[src/hw/rtl/ccfr_pkg.sv]
// ----------------------------------------------------------------------------
// ccfr_pkg
// Shared types, codes and the byte-wide CRC-32 update for the frame receiver.
// ----------------------------------------------------------------------------
package ccfr_pkg;

	localparam int unsigned DataW   = 8;
	localparam int unsigned WordW   = 16;
	localparam int unsigned CrcW    = 32;
	localparam int unsigned VerdW   = 3;
	localparam int unsigned CfgIdxW = 2;
	localparam int unsigned OutDataW = 32;

	localparam logic [CrcW-1:0] CrcPoly = 32'hEDB8_8320;
	localparam logic [CrcW-1:0] CrcInit = 32'hFFFF_FFFF;

	// configuration register indexes
	localparam logic [CfgIdxW-1:0] CFG_START_WORD = 2'd0;
	localparam logic [CfgIdxW-1:0] CFG_END_WORD   = 2'd1;
	localparam logic [CfgIdxW-1:0] CFG_EXP_LENGTH = 2'd2;

	localparam logic [WordW-1:0] StartWordRst = 16'hAA55;
	localparam logic [WordW-1:0] EndWordRst   = 16'h55AA;
	localparam logic [WordW-1:0] ExpLengthRst = 16'd784;

	// result kinds
	localparam logic KIND_PAYLOAD = 1'b0;
	localparam logic KIND_VERDICT = 1'b1;

	// verdict codes
	localparam logic [VerdW-1:0] V_OK        = 3'd0;
	localparam logic [VerdW-1:0] V_BAD_START = 3'd1;
	localparam logic [VerdW-1:0] V_BAD_LEN   = 3'd2;
	localparam logic [VerdW-1:0] V_BAD_END   = 3'd3;
	localparam logic [VerdW-1:0] V_CRC_ERR   = 3'd4;

	typedef struct packed {
		logic [WordW-1:0] start_word;
		logic [WordW-1:0] end_word;
		logic [WordW-1:0] expected_length;
	} cfg_t;

	typedef struct packed {
		logic             kind;
		logic [DataW-1:0] data_byte;
		logic [WordW-1:0] byte_index;
		logic [VerdW-1:0] verdict;
	} res_t;

	// reflected CRC-32, one byte
	function automatic logic [CrcW-1:0] crc_byte(input logic [CrcW-1:0] crc_in,
		input logic [DataW-1:0] b);
		logic [CrcW-1:0] c;
		c = crc_in ^ {{(CrcW-DataW){1'b0}}, b};
		for (int k = 0; k < 8; k++) begin
			c = c[0] ? ((c >> 1) ^ CrcPoly) : (c >> 1);
		end
		return c;
	endfunction

endpackage

[src/hw/rtl/ccfr_parse.sv]
// ----------------------------------------------------------------------------
// ccfr_parse
// Frame field parser: start word, length, payload with CRC, CRC, end word.
// ----------------------------------------------------------------------------
module ccfr_parse (
	input  logic                     clk,
	input  logic                     arst_n,
	input  logic                     step,
	input  logic [ccfr_pkg::DataW-1:0] rx_byte,
	input  ccfr_pkg::cfg_t           cfg,
	output logic                     res_valid,
	output ccfr_pkg::res_t           res
);

	localparam logic [2:0] PH_START   = 3'd0;
	localparam logic [2:0] PH_LENGTH  = 3'd1;
	localparam logic [2:0] PH_PAYLOAD = 3'd2;
	localparam logic [2:0] PH_CRC     = 3'd3;
	localparam logic [2:0] PH_END     = 3'd4;

	logic [2:0]                  phase_q, phase_d;
	logic [1:0]                  fbc_q, fbc_d;
	logic [ccfr_pkg::CrcW-1:0]   shift_q, shift_d;
	logic [ccfr_pkg::WordW-1:0]  pcount_q, pcount_d;
	logic [ccfr_pkg::CrcW-1:0]   crc_q, crc_d;

	logic [ccfr_pkg::CrcW-1:0]   shift_ins;
	logic [ccfr_pkg::WordW-1:0]  pcount_inc;
	logic                        emit;

	// drop the new byte into its lane of the field register
	always_comb begin
		for (int i = 0; i < 4; i++) begin
			shift_ins[8*i +: 8] = (fbc_q == 2'(i)) ? rx_byte : shift_q[8*i +: 8];
		end
	end

	assign pcount_inc = pcount_q + 16'd1;

	always_comb begin
		phase_d  = phase_q;
		fbc_d    = fbc_q;
		shift_d  = shift_q;
		pcount_d = pcount_q;
		crc_d    = crc_q;
		emit     = 1'b0;
		res      = '0;
		case (phase_q)
			PH_LENGTH: begin
				if (fbc_q == 2'd0) begin
					shift_d = shift_ins;
					fbc_d   = 2'd1;
				end else begin
					fbc_d   = 2'd0;
					shift_d = '0;
					if (shift_ins[15:0] != cfg.expected_length) begin
						emit        = 1'b1;
						res.kind    = ccfr_pkg::KIND_VERDICT;
						res.verdict = ccfr_pkg::V_BAD_LEN;
					end else begin
						pcount_d = '0;
						crc_d    = ccfr_pkg::CrcInit;
						phase_d  = (shift_ins[15:0] == '0) ? PH_CRC : PH_PAYLOAD;
					end
				end
			end
			PH_PAYLOAD: begin
				emit           = 1'b1;
				res.kind       = ccfr_pkg::KIND_PAYLOAD;
				res.data_byte  = rx_byte;
				res.byte_index = pcount_q;
				crc_d          = ccfr_pkg::crc_byte(crc_q, rx_byte);
				pcount_d       = pcount_inc;
				if (pcount_inc >= cfg.expected_length || pcount_inc == '0) begin
					phase_d = PH_CRC;
					fbc_d   = 2'd0;
					shift_d = '0;
				end
			end
			PH_CRC: begin
				if (fbc_q != 2'd3) begin
					shift_d = shift_ins;
					fbc_d   = fbc_q + 2'd1;
				end else begin
					// fold received CRC against computed; zero on match
					crc_d   = shift_ins ^ ~crc_q;
					shift_d = '0;
					fbc_d   = 2'd0;
					phase_d = PH_END;
				end
			end
			PH_END: begin
				if (fbc_q == 2'd0) begin
					shift_d = shift_ins;
					fbc_d   = 2'd1;
				end else begin
					emit     = 1'b1;
					res.kind = ccfr_pkg::KIND_VERDICT;
					if (shift_ins[15:0] != cfg.end_word) begin
						res.verdict = ccfr_pkg::V_BAD_END;
					end else if (crc_q != '0) begin
						res.verdict = ccfr_pkg::V_CRC_ERR;
					end else begin
						res.verdict = ccfr_pkg::V_OK;
					end
				end
			end
			default: begin
				if (fbc_q == 2'd0) begin
					shift_d = shift_ins;
					fbc_d   = 2'd1;
				end else begin
					fbc_d   = 2'd0;
					shift_d = '0;
					if (shift_ins[15:0] != cfg.start_word) begin
						emit        = 1'b1;
						res.kind    = ccfr_pkg::KIND_VERDICT;
						res.verdict = ccfr_pkg::V_BAD_START;
					end else begin
						phase_d = PH_LENGTH;
					end
				end
			end
		endcase
		// any verdict restarts the hunt
		if (emit && res.kind == ccfr_pkg::KIND_VERDICT) begin
			phase_d  = PH_START;
			fbc_d    = 2'd0;
			shift_d  = '0;
			pcount_d = '0;
			crc_d    = ccfr_pkg::CrcInit;
		end
	end

	assign res_valid = step & emit;

	always_ff @(posedge clk or negedge arst_n) begin
		if (!arst_n) begin
			phase_q  <= PH_START;
			fbc_q    <= 2'd0;
			shift_q  <= '0;
			pcount_q <= '0;
			crc_q    <= ccfr_pkg::CrcInit;
		end else if (step) begin
			phase_q  <= phase_d;
			fbc_q    <= fbc_d;
			shift_q  <= shift_d;
			pcount_q <= pcount_d;
			crc_q    <= crc_d;
		end
	end

	a_verdict_rehunt: assert property (@(posedge clk) disable iff (!arst_n)
		res_valid && res.kind == ccfr_pkg::KIND_VERDICT |=> phase_q == PH_START && crc_q ==
			ccfr_pkg::CrcInit && pcount_q == '0)
		else $error("verdict did not restart the hunt");

	a_payload_phase: assert property (@(posedge clk) disable iff (!arst_n)
		res_valid && res.kind == ccfr_pkg::KIND_PAYLOAD |-> phase_q == PH_PAYLOAD &&
			res.verdict == ccfr_pkg::V_OK)
		else $error("payload item outside payload phase");

	a_payload_count: assert property (@(posedge clk) disable iff (!arst_n)
		step && phase_q == PH_PAYLOAD && phase_d == PH_PAYLOAD |=>
			pcount_q == $past(pcount_q) + 16'd1)
		else $error("payload index did not advance");

endmodule

[src/hw/rtl/ccfr_out_buf.sv]
// ----------------------------------------------------------------------------
// ccfr_out_buf
// Two-entry result buffer between the parser and the master stream.
// ----------------------------------------------------------------------------
module ccfr_out_buf (
	input  logic           clk,
	input  logic           arst_n,
	input  logic           push,
	input  ccfr_pkg::res_t push_res,
	output logic           full,
	output logic           out_valid,
	input  logic           out_ready,
	output ccfr_pkg::res_t out_res
);

	ccfr_pkg::res_t mem_q [2];
	logic           wr_ptr_q;
	logic           rd_ptr_q;
	logic [1:0]     count_q;
	logic           pop;

	assign pop       = out_valid & out_ready;
	assign out_valid = count_q != 2'd0;
	assign full      = count_q == 2'd2;
	assign out_res   = mem_q[rd_ptr_q];

	always_ff @(posedge clk) begin
		if (push) begin
			mem_q[wr_ptr_q] <= push_res;
		end
	end

	always_ff @(posedge clk or negedge arst_n) begin
		if (!arst_n) begin
			wr_ptr_q <= 1'b0;
			rd_ptr_q <= 1'b0;
			count_q  <= 2'd0;
		end else begin
			if (push) begin
				wr_ptr_q <= ~wr_ptr_q;
			end
			if (pop) begin
				rd_ptr_q <= ~rd_ptr_q;
			end
			count_q <= count_q + {1'b0, push} - {1'b0, pop};
		end
	end

	a_no_overflow: assert property (@(posedge clk) disable iff (!arst_n)
		!(push && full))
		else $error("result buffer overflow");

	a_count_range: assert property (@(posedge clk) disable iff (!arst_n)
		count_q != 2'd3)
		else $error("result buffer count out of range");

endmodule

[src/hw/rtl/crc32_checked_frame_receiver_core.sv]
// ----------------------------------------------------------------------------
// crc32_checked_frame_receiver_core
// Byte-serial frame receiver with CRC-32 check and per-byte payload output.
// ----------------------------------------------------------------------------
// Usage:
//   s_* stream carries one received byte per item. m_* stream carries results:
//   m_tuser = 0 for a payload byte (data and index in m_tdata), 1 for a frame
//   verdict (code in m_tdata). Only payload bytes and verdicts make results;
//   header, CRC and end-word bytes make none.
//   cfg_* writes start word, end word and expected length; write only while
//   the block is idle. cfg_ready is always high.
// Timing:
//   One item per cycle sustained while m_tready stays high. An accepted byte sits in
//   the input register while the parser (byte-wide CRC update plus field compares)
//   works on it; its result enters a two-entry output buffer when the parser steps,
//   which it does only while the buffer has room, and shows on m_* from there.
// Reset:
//   arst_n clears the parser to hunting the start word, loads the register
//   defaults and empties the buffer. Stalls: when m_tready stays low the
//   buffer fills, the parser holds and s_tready drops after one more byte.
// ----------------------------------------------------------------------------
module crc32_checked_frame_receiver_core (
	input  logic                          clk,
	input  logic                          arst_n,
	input  logic                          s_tvalid,
	output logic                          s_tready,
	input  logic [ccfr_pkg::DataW-1:0]    s_tdata,   // [7:0] rx_byte
	output logic                          m_tvalid,
	input  logic                          m_tready,
	output logic [ccfr_pkg::OutDataW-1:0] m_tdata,   // [7:0] data_byte, [23:8] byte_index,
	                                                 // [26:24] verdict, [31:27] zero
	output logic                          m_tuser,   // [0] kind
	input  logic                          cfg_valid,
	output logic                          cfg_ready,
	input  logic [ccfr_pkg::CfgIdxW-1:0]  cfg_index,
	input  logic [ccfr_pkg::WordW-1:0]    cfg_data
);

	ccfr_pkg::cfg_t              cfg_q;
	logic                        valid_s1;
	logic [ccfr_pkg::DataW-1:0]  byte_s1;
	logic                        buf_full;
	logic                        step;
	logic                        res_valid;
	ccfr_pkg::res_t              res;
	ccfr_pkg::res_t              out_res;

	assign cfg_ready = 1'b1;

	always_ff @(posedge clk or negedge arst_n) begin
		if (!arst_n) begin
			cfg_q.start_word      <= ccfr_pkg::StartWordRst;
			cfg_q.end_word        <= ccfr_pkg::EndWordRst;
			cfg_q.expected_length <= ccfr_pkg::ExpLengthRst;
		end else if (cfg_valid) begin
			case (cfg_index)
				ccfr_pkg::CFG_START_WORD: cfg_q.start_word      <= cfg_data;
				ccfr_pkg::CFG_END_WORD:   cfg_q.end_word        <= cfg_data;
				ccfr_pkg::CFG_EXP_LENGTH: cfg_q.expected_length <= cfg_data;
				default: ;
			endcase
		end
	end

	// advance the input register whenever the buffer has room
	assign step     = valid_s1 & ~buf_full;
	assign s_tready = ~valid_s1 | step;

	always_ff @(posedge clk or negedge arst_n) begin
		if (!arst_n) begin
			valid_s1 <= 1'b0;
		end else if (s_tready) begin
			valid_s1 <= s_tvalid;
		end
	end

	always_ff @(posedge clk) begin
		if (s_tvalid && s_tready) begin
			byte_s1 <= s_tdata;
		end
	end

	ccfr_parse u_parse (
		.clk       (clk),
		.arst_n    (arst_n),
		.step      (step),
		.rx_byte   (byte_s1),
		.cfg       (cfg_q),
		.res_valid (res_valid),
		.res       (res)
	);

	ccfr_out_buf u_out_buf (
		.clk       (clk),
		.arst_n    (arst_n),
		.push      (res_valid),
		.push_res  (res),
		.full      (buf_full),
		.out_valid (m_tvalid),
		.out_ready (m_tready),
		.out_res   (out_res)
	);

	assign m_tuser = out_res.kind;
	assign m_tdata = {5'd0, out_res.verdict, out_res.byte_index, out_res.data_byte};

endmodule

[config.mk]
export PLATFORM = sky130hd
export DESIGN_NAME = crc32_checked_frame_receiver_core
export DESIGN_NICKNAME = d
export VERILOG_FILES = /design/src/hw/rtl/ccfr_pkg.sv /design/src/hw/rtl/ccfr_parse.sv /design/src/hw/rtl/ccfr_out_buf.sv /design/src/hw/rtl/crc32_checked_frame_receiver_core.sv
export SDC_FILE = /design/constraint.sdc
export NUM_CORES = 1
export LEC_CHECK = 0
export CORE_MARGIN = 10
export CORE_UTILIZATION = 58
export CTS_CLUSTER_DIAMETER = 40
export DETAILED_ROUTE_END_ITERATION = 10
export DONT_BUFFER_PORTS = 1
export GPL_ROUTABILITY_DRIVEN = 1
export GPL_TIMING_DRIVEN = 0
export HOLD_SLACK_MARGIN = 0.02
export PLACE_DENSITY_LB_ADDON = 0.08
export SLEW_MARGIN = 5
export SYNTH_ARGS = -nofsm -noshare
export SYNTH_HDL_FRONTEND = slang
export SYNTH_HIERARCHICAL = 1
export SYNTH_SLANG_ARGS = --single-unit
[constraint.sdc]
create_clock -name clk -period 3.6 [get_ports clk]
set_input_delay 0.18 -clock clk [delete_from_list [all_inputs] [get_ports clk]]
set_output_delay 0.18 -clock clk [all_outputs]
set_load 0.005 [all_outputs]
==> run metrics, run 1 <==
element type at the critical path start flip-flop; Max transition margin 45.34%; WHS Endpoint cfg_q[20]; hold wc startpoint cfg_valid; R2R Path Start u_parse/fbc_q[0]; outcome complete, no violations; die width 160.9 um; PD cells 1031 mW/mm^2; skew final 14.70 ps; worst-skew pair later-pin latency 510 ps; sequential area share after synthesis 47.26%; largest net degree at the start of global routing 139; Worst Path Required 4020 ps; final WL 30620 um; drt drc 0; top_reg_cell synth dfrtp_1; Clock Path Buffers 3; first-pass GRT wire length 45770 um; Synth Warn # 6; #FFs+latches synth 202; Lkg Pwr 0.005643 uW; R2R cell count 14; vias in the first global route 8004; area grow syn2layout 21.20%; async set-reset flop share out of synthesis 68.32%; Total Nets Final 1148; CTS Root Cell clkbuf_16; Vias 8216; Initial Util 59.13%; row count 51; core area 0.01946 sq mm; fmax 286.9 MHz; Inserted Clock Buffers 34; placed cell count 1251; slowest CP cell dfrtp_1; most common cell after layout, fill and taps aside xnor2_1; H-tree Lvls 2; Total Routing Usage GR 22.32%; peak fanout along the critical path 10; critical path's most frequent cell xnor2_1; Setup CP Type reg2reg; Vias/cell 5.932; post-route ant nets 0; HPWL after DPL 19930 um; Final period util 96.81%; Worst-path clk slew 50 ps; share of cells above drive strength 1 27.97%; Largest stage delay, worst path 420 ps; reg-to-reg endpoint u_out_buf/count_q[1]; post-route insts no fill 1385; DRT iter0 DRCs 925; max-slew violation count 0; WL/cell 22.11 um; Mean Syn Cell Area 11.72 sq um; initial antenna violation count 1; synth unique cells 67; Worst Path Arrival 3910 ps; Setup crit end kind flip-flop; I/O pin cnt 67; cell area after layout 0.01395 sq mm; Placer Congestion 0.9541; total gr overflow 0; CP cell instances inv_1 > ha_1 > buf_12 > buf_6 > mux2i_4 > xnor2_1 > nor4_2 > nand4_1 > a21oi_1 > o31a_1 > a21boi_4 > ha_1 > xnor2_1 > xnor2_1; Placed Area 0.01186 sq mm; DIE AREA 0.02588 sq mm; DIE HEIGHT 160.9 um; Fillers 1370; drt pass-1 iters 7; post-synthesis instance area 0.01151 sq mm; commonest cells after routing, fill and taps aside 100 x xnor2_1, 83 x dfrtp_1, 67 x mux2_2; hold-critical path depth 2; Max VDD drop 615.6 uV; final setup violation count 0; Cells after Synth 982; crit path time final 3485 ps; CTS tree yes; Hold WC Path Type in2reg; IO Port Bufs 0; final hold violations 0; r2r setup slk 110 ps; critical path startpoint u_parse/fbc_q[0]; max-cap violation count 0; Post-synth EDFFs 64; CTS sink cnt 202; worst slew pin tran 820.0 ps
metal layers:
metal / part of all wire [%] / global-route usage (%) / vias to the layer above
met4: 2.1 / 7.113 / 0
met3: 7.4 / 4.397 / 54
met2: 46 / 34.66 / 328
met1: 44 / 30.78 / 4072
li1: - / - / 3762
met5: 0 / 0 / -
how the worst max path moves through the flow:
stage	endpoint	cells after the start
after floorplan	u_parse/shift_q[0]	14
after detailed placement	u_out_buf/mem_q[1][14]	11
after CTS	u_parse/shift_q[3]	13
after global placement	u_out_buf/mem_q[0][14]	11
final	u_out_buf/count_q[1]	14
after global routing	u_parse/fbc_q[1]	13
logic make-up after synthesis:
logic type / count (synthesis) / synth area share (%)
AO/OA/AOI/OAI: 152 / 9.252
XOR/XNOR: 139 / 11.10
adder cells (fa/ha/maj): 24 / 2.609
buffers and inverters: 99 / 4.164
flip-flops: 202 / 47.26
multiplexers: 149 / 15.92
other: 2 / 0.06526
AND/OR/NAND/NOR: 215 / 9.633
cell usage after synthesis, types with 10 or more instances:
cell type / number / share of area, %
o221ai_1: 17 / 1.3
mux2i_1: 23 / 2.0
o21ai_1: 10 / 0.43
ha_1: 24 / 2.6
dfstp_2: 51 / 12
nand4_1: 19 / 1.0
nor2_1: 64 / 2.1
nor4_1: 28 / 1.5
xor2_1: 27 / 2.1
and2_1: 21 / 1.1
xnor2_1: 104 / 7.9
edfxtp_1: 64 / 17
mux2_2: 67 / 6.6
nand2_1: 41 / 1.3
dfrtp_1: 87 / 19
inv_1: 39 / 1.3
clkbuf_1: 37 / 1.2
o21ai_0: 39 / 1.7
mux2_4: 10 / 1.3
mux2_1: 33 / 3.2
a22o_1: 28 / 2.1
mux2i_4: 12 / 2.3
buf_4: 12 / 0.78
a21oi_1: 24 / 1.0
metrics by stage:
step	power [uW]	worst slack, ps	hold slack [ps]	TNS, ps	utilization [%]
6_report	14380	114.8	48.19	0	71.67
5_1_grt	15080	-39.01	73.97	-286.3	71.67
4_1_cts	13950	7.034	51.22	0	69.57
3_5_place_dp	10320	-730.1	-103.3	-55180	60.95
3_3_place_gp	10230	-844.0	-104.0	-65030	60.93
2_1_floorplan	8754	140.9	-115.6	0	-
report_power, final:
part / switching [uW] / internal, uW
registers: 595 / 3260
clock network: 1180 / 2140
logic: 3960 / 3260
sequential cells by signal, summed over array words and instances, names as in the netlist, 2 cells and up:
signal and count:
u_out_buf/count_q 2, u_parse/shift_q 32, u_parse/phase_q 3, u_parse/fbc_q 2, byte_s1 8, u_parse/crc_q 32, u_out_buf/mem_q 56, u_parse/pcount_q 16
cfg_q 48
repair_timing:
item	4_1_cts	5_1_grt
endpoints found under the hold margin	196	0
resized for setup	13	34
gates cloned	1	1
setup buffers	11	31
hold buffers	30	0
pin swaps	3	11
setup endpoints to repair	115	132
cell type report:
class	count	area (sq um)	area share (%)
multi-input cells	687	5804	41.61
diodes	1	2.502	0.01794
flip-flops and latches	202	5444	39.03
repair buffers	72	683.2	4.898
well taps	265	331.6	2.377
inverters	39	146.4	1.050
plain buffers	57	355.3	2.548
clock buffers	41	950.9	6.817
clock inverters	21	230.2	1.651
worst max-delay path, delay by kind of cell, from the launching register on:
family	cells	cell delay, ps
buffers and inverters	3	480
flip-flops	1	420
AO/OA/AOI/OAI	3	700
XOR/XNOR	3	430
AND/OR/NAND/NOR	2	510
adder cells (fa/ha/maj)	2	470
multiplexers	1	360
Power figures use the tool's default switching activity.
==> inputs of run 2 (changes only) <==
--- a/config.mk
+++ b/config.mk
@@ -5,7 +5,7 @@
 export SDC_FILE = /design/constraint.sdc
 export NUM_CORES = 1
 export LEC_CHECK = 0
-export CORE_MARGIN = 10
+export CORE_MARGIN = 4
 export CORE_UTILIZATION = 58
 export CTS_CLUSTER_DIAMETER = 40
 export DETAILED_ROUTE_END_ITERATION = 10
@@ -13,8 +13,8 @@
 export GPL_ROUTABILITY_DRIVEN = 1
 export GPL_TIMING_DRIVEN = 0
 export HOLD_SLACK_MARGIN = 0.02
-export PLACE_DENSITY_LB_ADDON = 0.08
-export SLEW_MARGIN = 5
+export PLACE_DENSITY = 0.72
+export SLEW_MARGIN = 15
 export SYNTH_ARGS = -nofsm -noshare
 export SYNTH_HDL_FRONTEND = slang
 export SYNTH_HIERARCHICAL = 1
==> run 2 against run 1 <==
Clock power decreased by 13%. Via count decreased by 1.2%. Critical path depth is 1 lower. Clock-buffer cell count is 5 lower. Register-to-register slack about the same. Setup slack lost 13 ps. Final area shrank 1.9%. First-iteration DRC count down 16%. Fmax shrank 0.38%. Sequential share of layout area is 0.73 points higher. Critical endpoint is now u_parse/shift_q[4].
==> run metrics, run 2 (same netlist as run 1, synthesis figures left out) <==
Clock Path Buffers 3 (unchanged); share of cells above drive strength 1 26.50% (was 27.97%); DIE HEIGHT 148.9 um (was 160.9 um); Initial Util 59.13% (unchanged); area grow syn2layout 18.92% (was 21.20%); WL/cell 21.78 um (was 22.11 um); CTS Root Cell clkbuf_16 (unchanged); IO Port Bufs 0 (unchanged); commonest cells after routing, fill and taps aside 101 x xnor2_1, 85 x dfrtp_1, 67 x mux2_2 (was 100 x xnor2_1, 83 x dfrtp_1, 67 x mux2_2); crit path time final 3498 ps (was 3485 ps); core area 0.01946 sq mm (unchanged); combinational power share 51.4% (was 50.2%); worst-skew pair later-pin latency 550 ps (was 510 ps); Inserted Clock Buffers 29 (was 34); vias in the first global route 8108 (was 8004); Worst Path Arrival 3910 ps (about the same); skew final 18.36 ps (was 14.70 ps); PD cells 1011 mW/mm^2 (was 1031 mW/mm^2); Total Nets Final 1134 (was 1148); Final Power 13830 uW (was 14380 uW); Placed Area 0.01186 sq mm (about the same); Vias/cell 5.937 (was 5.932); initial antenna violation count 0 (was 1); ant diodes 0 (was 1); element type at the critical path start flip-flop (unchanged); Net Sw Power 5601 uW (was 5730 uW); drt drc 0 (unchanged); I/O pin cnt 67 (unchanged); register with the most flip-flops u_out_buf/mem_q (unchanged); slowest CP cell dfrtp_2 (was dfrtp_1); biggest regs u_out_buf/mem_q: 56 flops, cfg_q: 48 flops (unchanged); DIE AREA 0.02216 sq mm (was 0.02588 sq mm); CTS tree yes (unchanged); clock power share 20.8% (was 23.1%); post-route insts no fill 1367 (was 1385); H-tree Lvls 1 (was 2); CTS sink cnt 202 (unchanged); DRT iter0 DRCs 773 (was 925); peak fanout along the critical path 10 (unchanged); Placer Congestion 0.9622 (was 0.9541); fmax 285.8 MHz (was 286.9 MHz); final hold violations 0 (unchanged); largest net degree at the start of global routing 139 (unchanged); Total Routing Usage GR 26.73% (was 22.32%); pre-CTS setup slack -612.3 ps (was -730.1 ps); final WL 29770 um (was 30620 um); Worst Path Required 4010 ps (was 4020 ps); Vias 8116 (was 8216); Setup CP Type reg2reg (unchanged); outcome complete, no violations (unchanged); Final period util 97.18% (was 96.81%); max-cap violation count 0 (unchanged); die width 148.9 um (was 160.9 um); final core utilization 70.32% (was 71.67%); drt pass-1 iters 5 (was 7); Hold WC Path Type in2reg (unchanged); final setup slack of the worst path 101.6 ps (was 114.8 ps); Flop pwr share 27.8% (was 26.8%); max-slew violation count 0 (unchanged); max reg flops 56 (unchanged); final setup violation count 0 (unchanged); Worst-path clk slew 60 ps (was 50 ps); Largest stage delay, worst path 450 ps (was 420 ps); worst slew pin tran 950.8 ps (was 820.0 ps); CP cell instances ha_4 > inv_1 > o31a_1 > or2_2 > ha_1 > nand4_1 > a211oi_2 > a221oi_2 > o31ai_2 > or2_1 > buf_6 > buf_8 > mux2_1 (was inv_1 > ha_1 > buf_12 > buf_6 > mux2i_4 > xnor2_1 > nor4_2 > nand4_1 > a21oi_1 > o31a_1 > a21boi_4 > ha_1 > xnor2_1 > xnor2_1); post-route ant nets 0 (unchanged); Max VDD drop 701.9 uV (was 615.6 uV); cell area after layout 0.01369 sq mm (was 0.01395 sq mm); Setup crit end kind flip-flop (unchanged); total gr overflow 0 (unchanged); P_int 8232 uW (was 8654 uW); Max transition margin 36.62% (was 45.34%); row count 51 (unchanged); first-pass GRT wire length 46060 um (was 45770 um); Sw Share 40.49% (was 39.84%); Lkg Pwr 0.005505 uW (was 0.005643 uW); placed cell count 1251 (unchanged); most common cell after layout, fill and taps aside xnor2_1 (unchanged); HPWL after DPL 19350 um (was 19930 um)
[run 2: power by group through the flow]
stage	Sequential (uW)	Combinational [uW]	Clock, uW
floorplan	3670	5080	0
global placement	3830	6370	0
detailed placement	3850	6450	0
CTS	3840	6730	2920
global route	3910	7580	3040
finish	3850	7100	2880
[run 2: layer usage]
metal  up-vias  GRT usage [%]  part of all wire [%]
met4         0          10.25                   3.7
met3        72          5.469                   8.6
met5         -              0                     0
met2       356          40.92                    45
met1      3955          37.86                    43
li1       3733              -                     -
[run 2: final cells by class]
cell class / count / area [sq um]
clock inverters: 18 / 203.9
well taps: 265 / 331.6
multi-input cells: 687 / 5776
clock buffers: 36 / 803.3
inverters: 39 / 146.4
fillers: 1364 / 5777
repair buffers: 62 / 633.1
flip-flops and latches: 202 / 5441
plain buffers: 58 / 350.3
[run 2: final timing paths]
path / endpoint / slack [ps] / cells past startpoint / start
setup / recovery: u_parse/shift_q[4] / 100 / 13 / u_parse/pcount_q[0]
hold / removal: cfg_q[15] / 30 / 2 / cfg_index[1]
setup reg to reg: u_parse/shift_q[4] / 100 / 13 / u_parse/pcount_q[0]
hold reg to reg: u_parse/shift_q[21] / 490 / 1 / u_parse/shift_q[21]
max in group asynchronous: u_parse/pcount_q[0] / 2680 / 2 / arst_n
min in group asynchronous: valid_s1 / 200 / 2 / arst_n
[run 2: worst max-delay path: cells and delay by family (launching register included)]
family / cells / cell delay [ps]
buffers and inverters: 3 / 420
AOI/OAI and AO/OA: 4 / 1010
muxes: 1 / 340
adders and majority gates: 2 / 510
and+or+nand+nor: 3 / 640
DFF: 1 / 450
[run 2: metrics by stage]
step,setup TNS [ps],hold slack (ps)
2_1_floorplan,0,-115.6
3_3_place_gp,-59910,-110.0
3_5_place_dp,-38330,-108.4
4_1_cts,0,21.21
5_1_grt,-475.9,25.01
6_report,0,34.29
[run 2: repair_timing]
action / in CTS / in global routing
hold buffers: 30 / 0
setup buffers: 11 / 21
endpoints found under the setup margin: 121 / 122
gates cloned: 2 / 0
resized for setup: 12 / 27
hold endpoints to repair: 196 / 0
pin swaps: 4 / 7
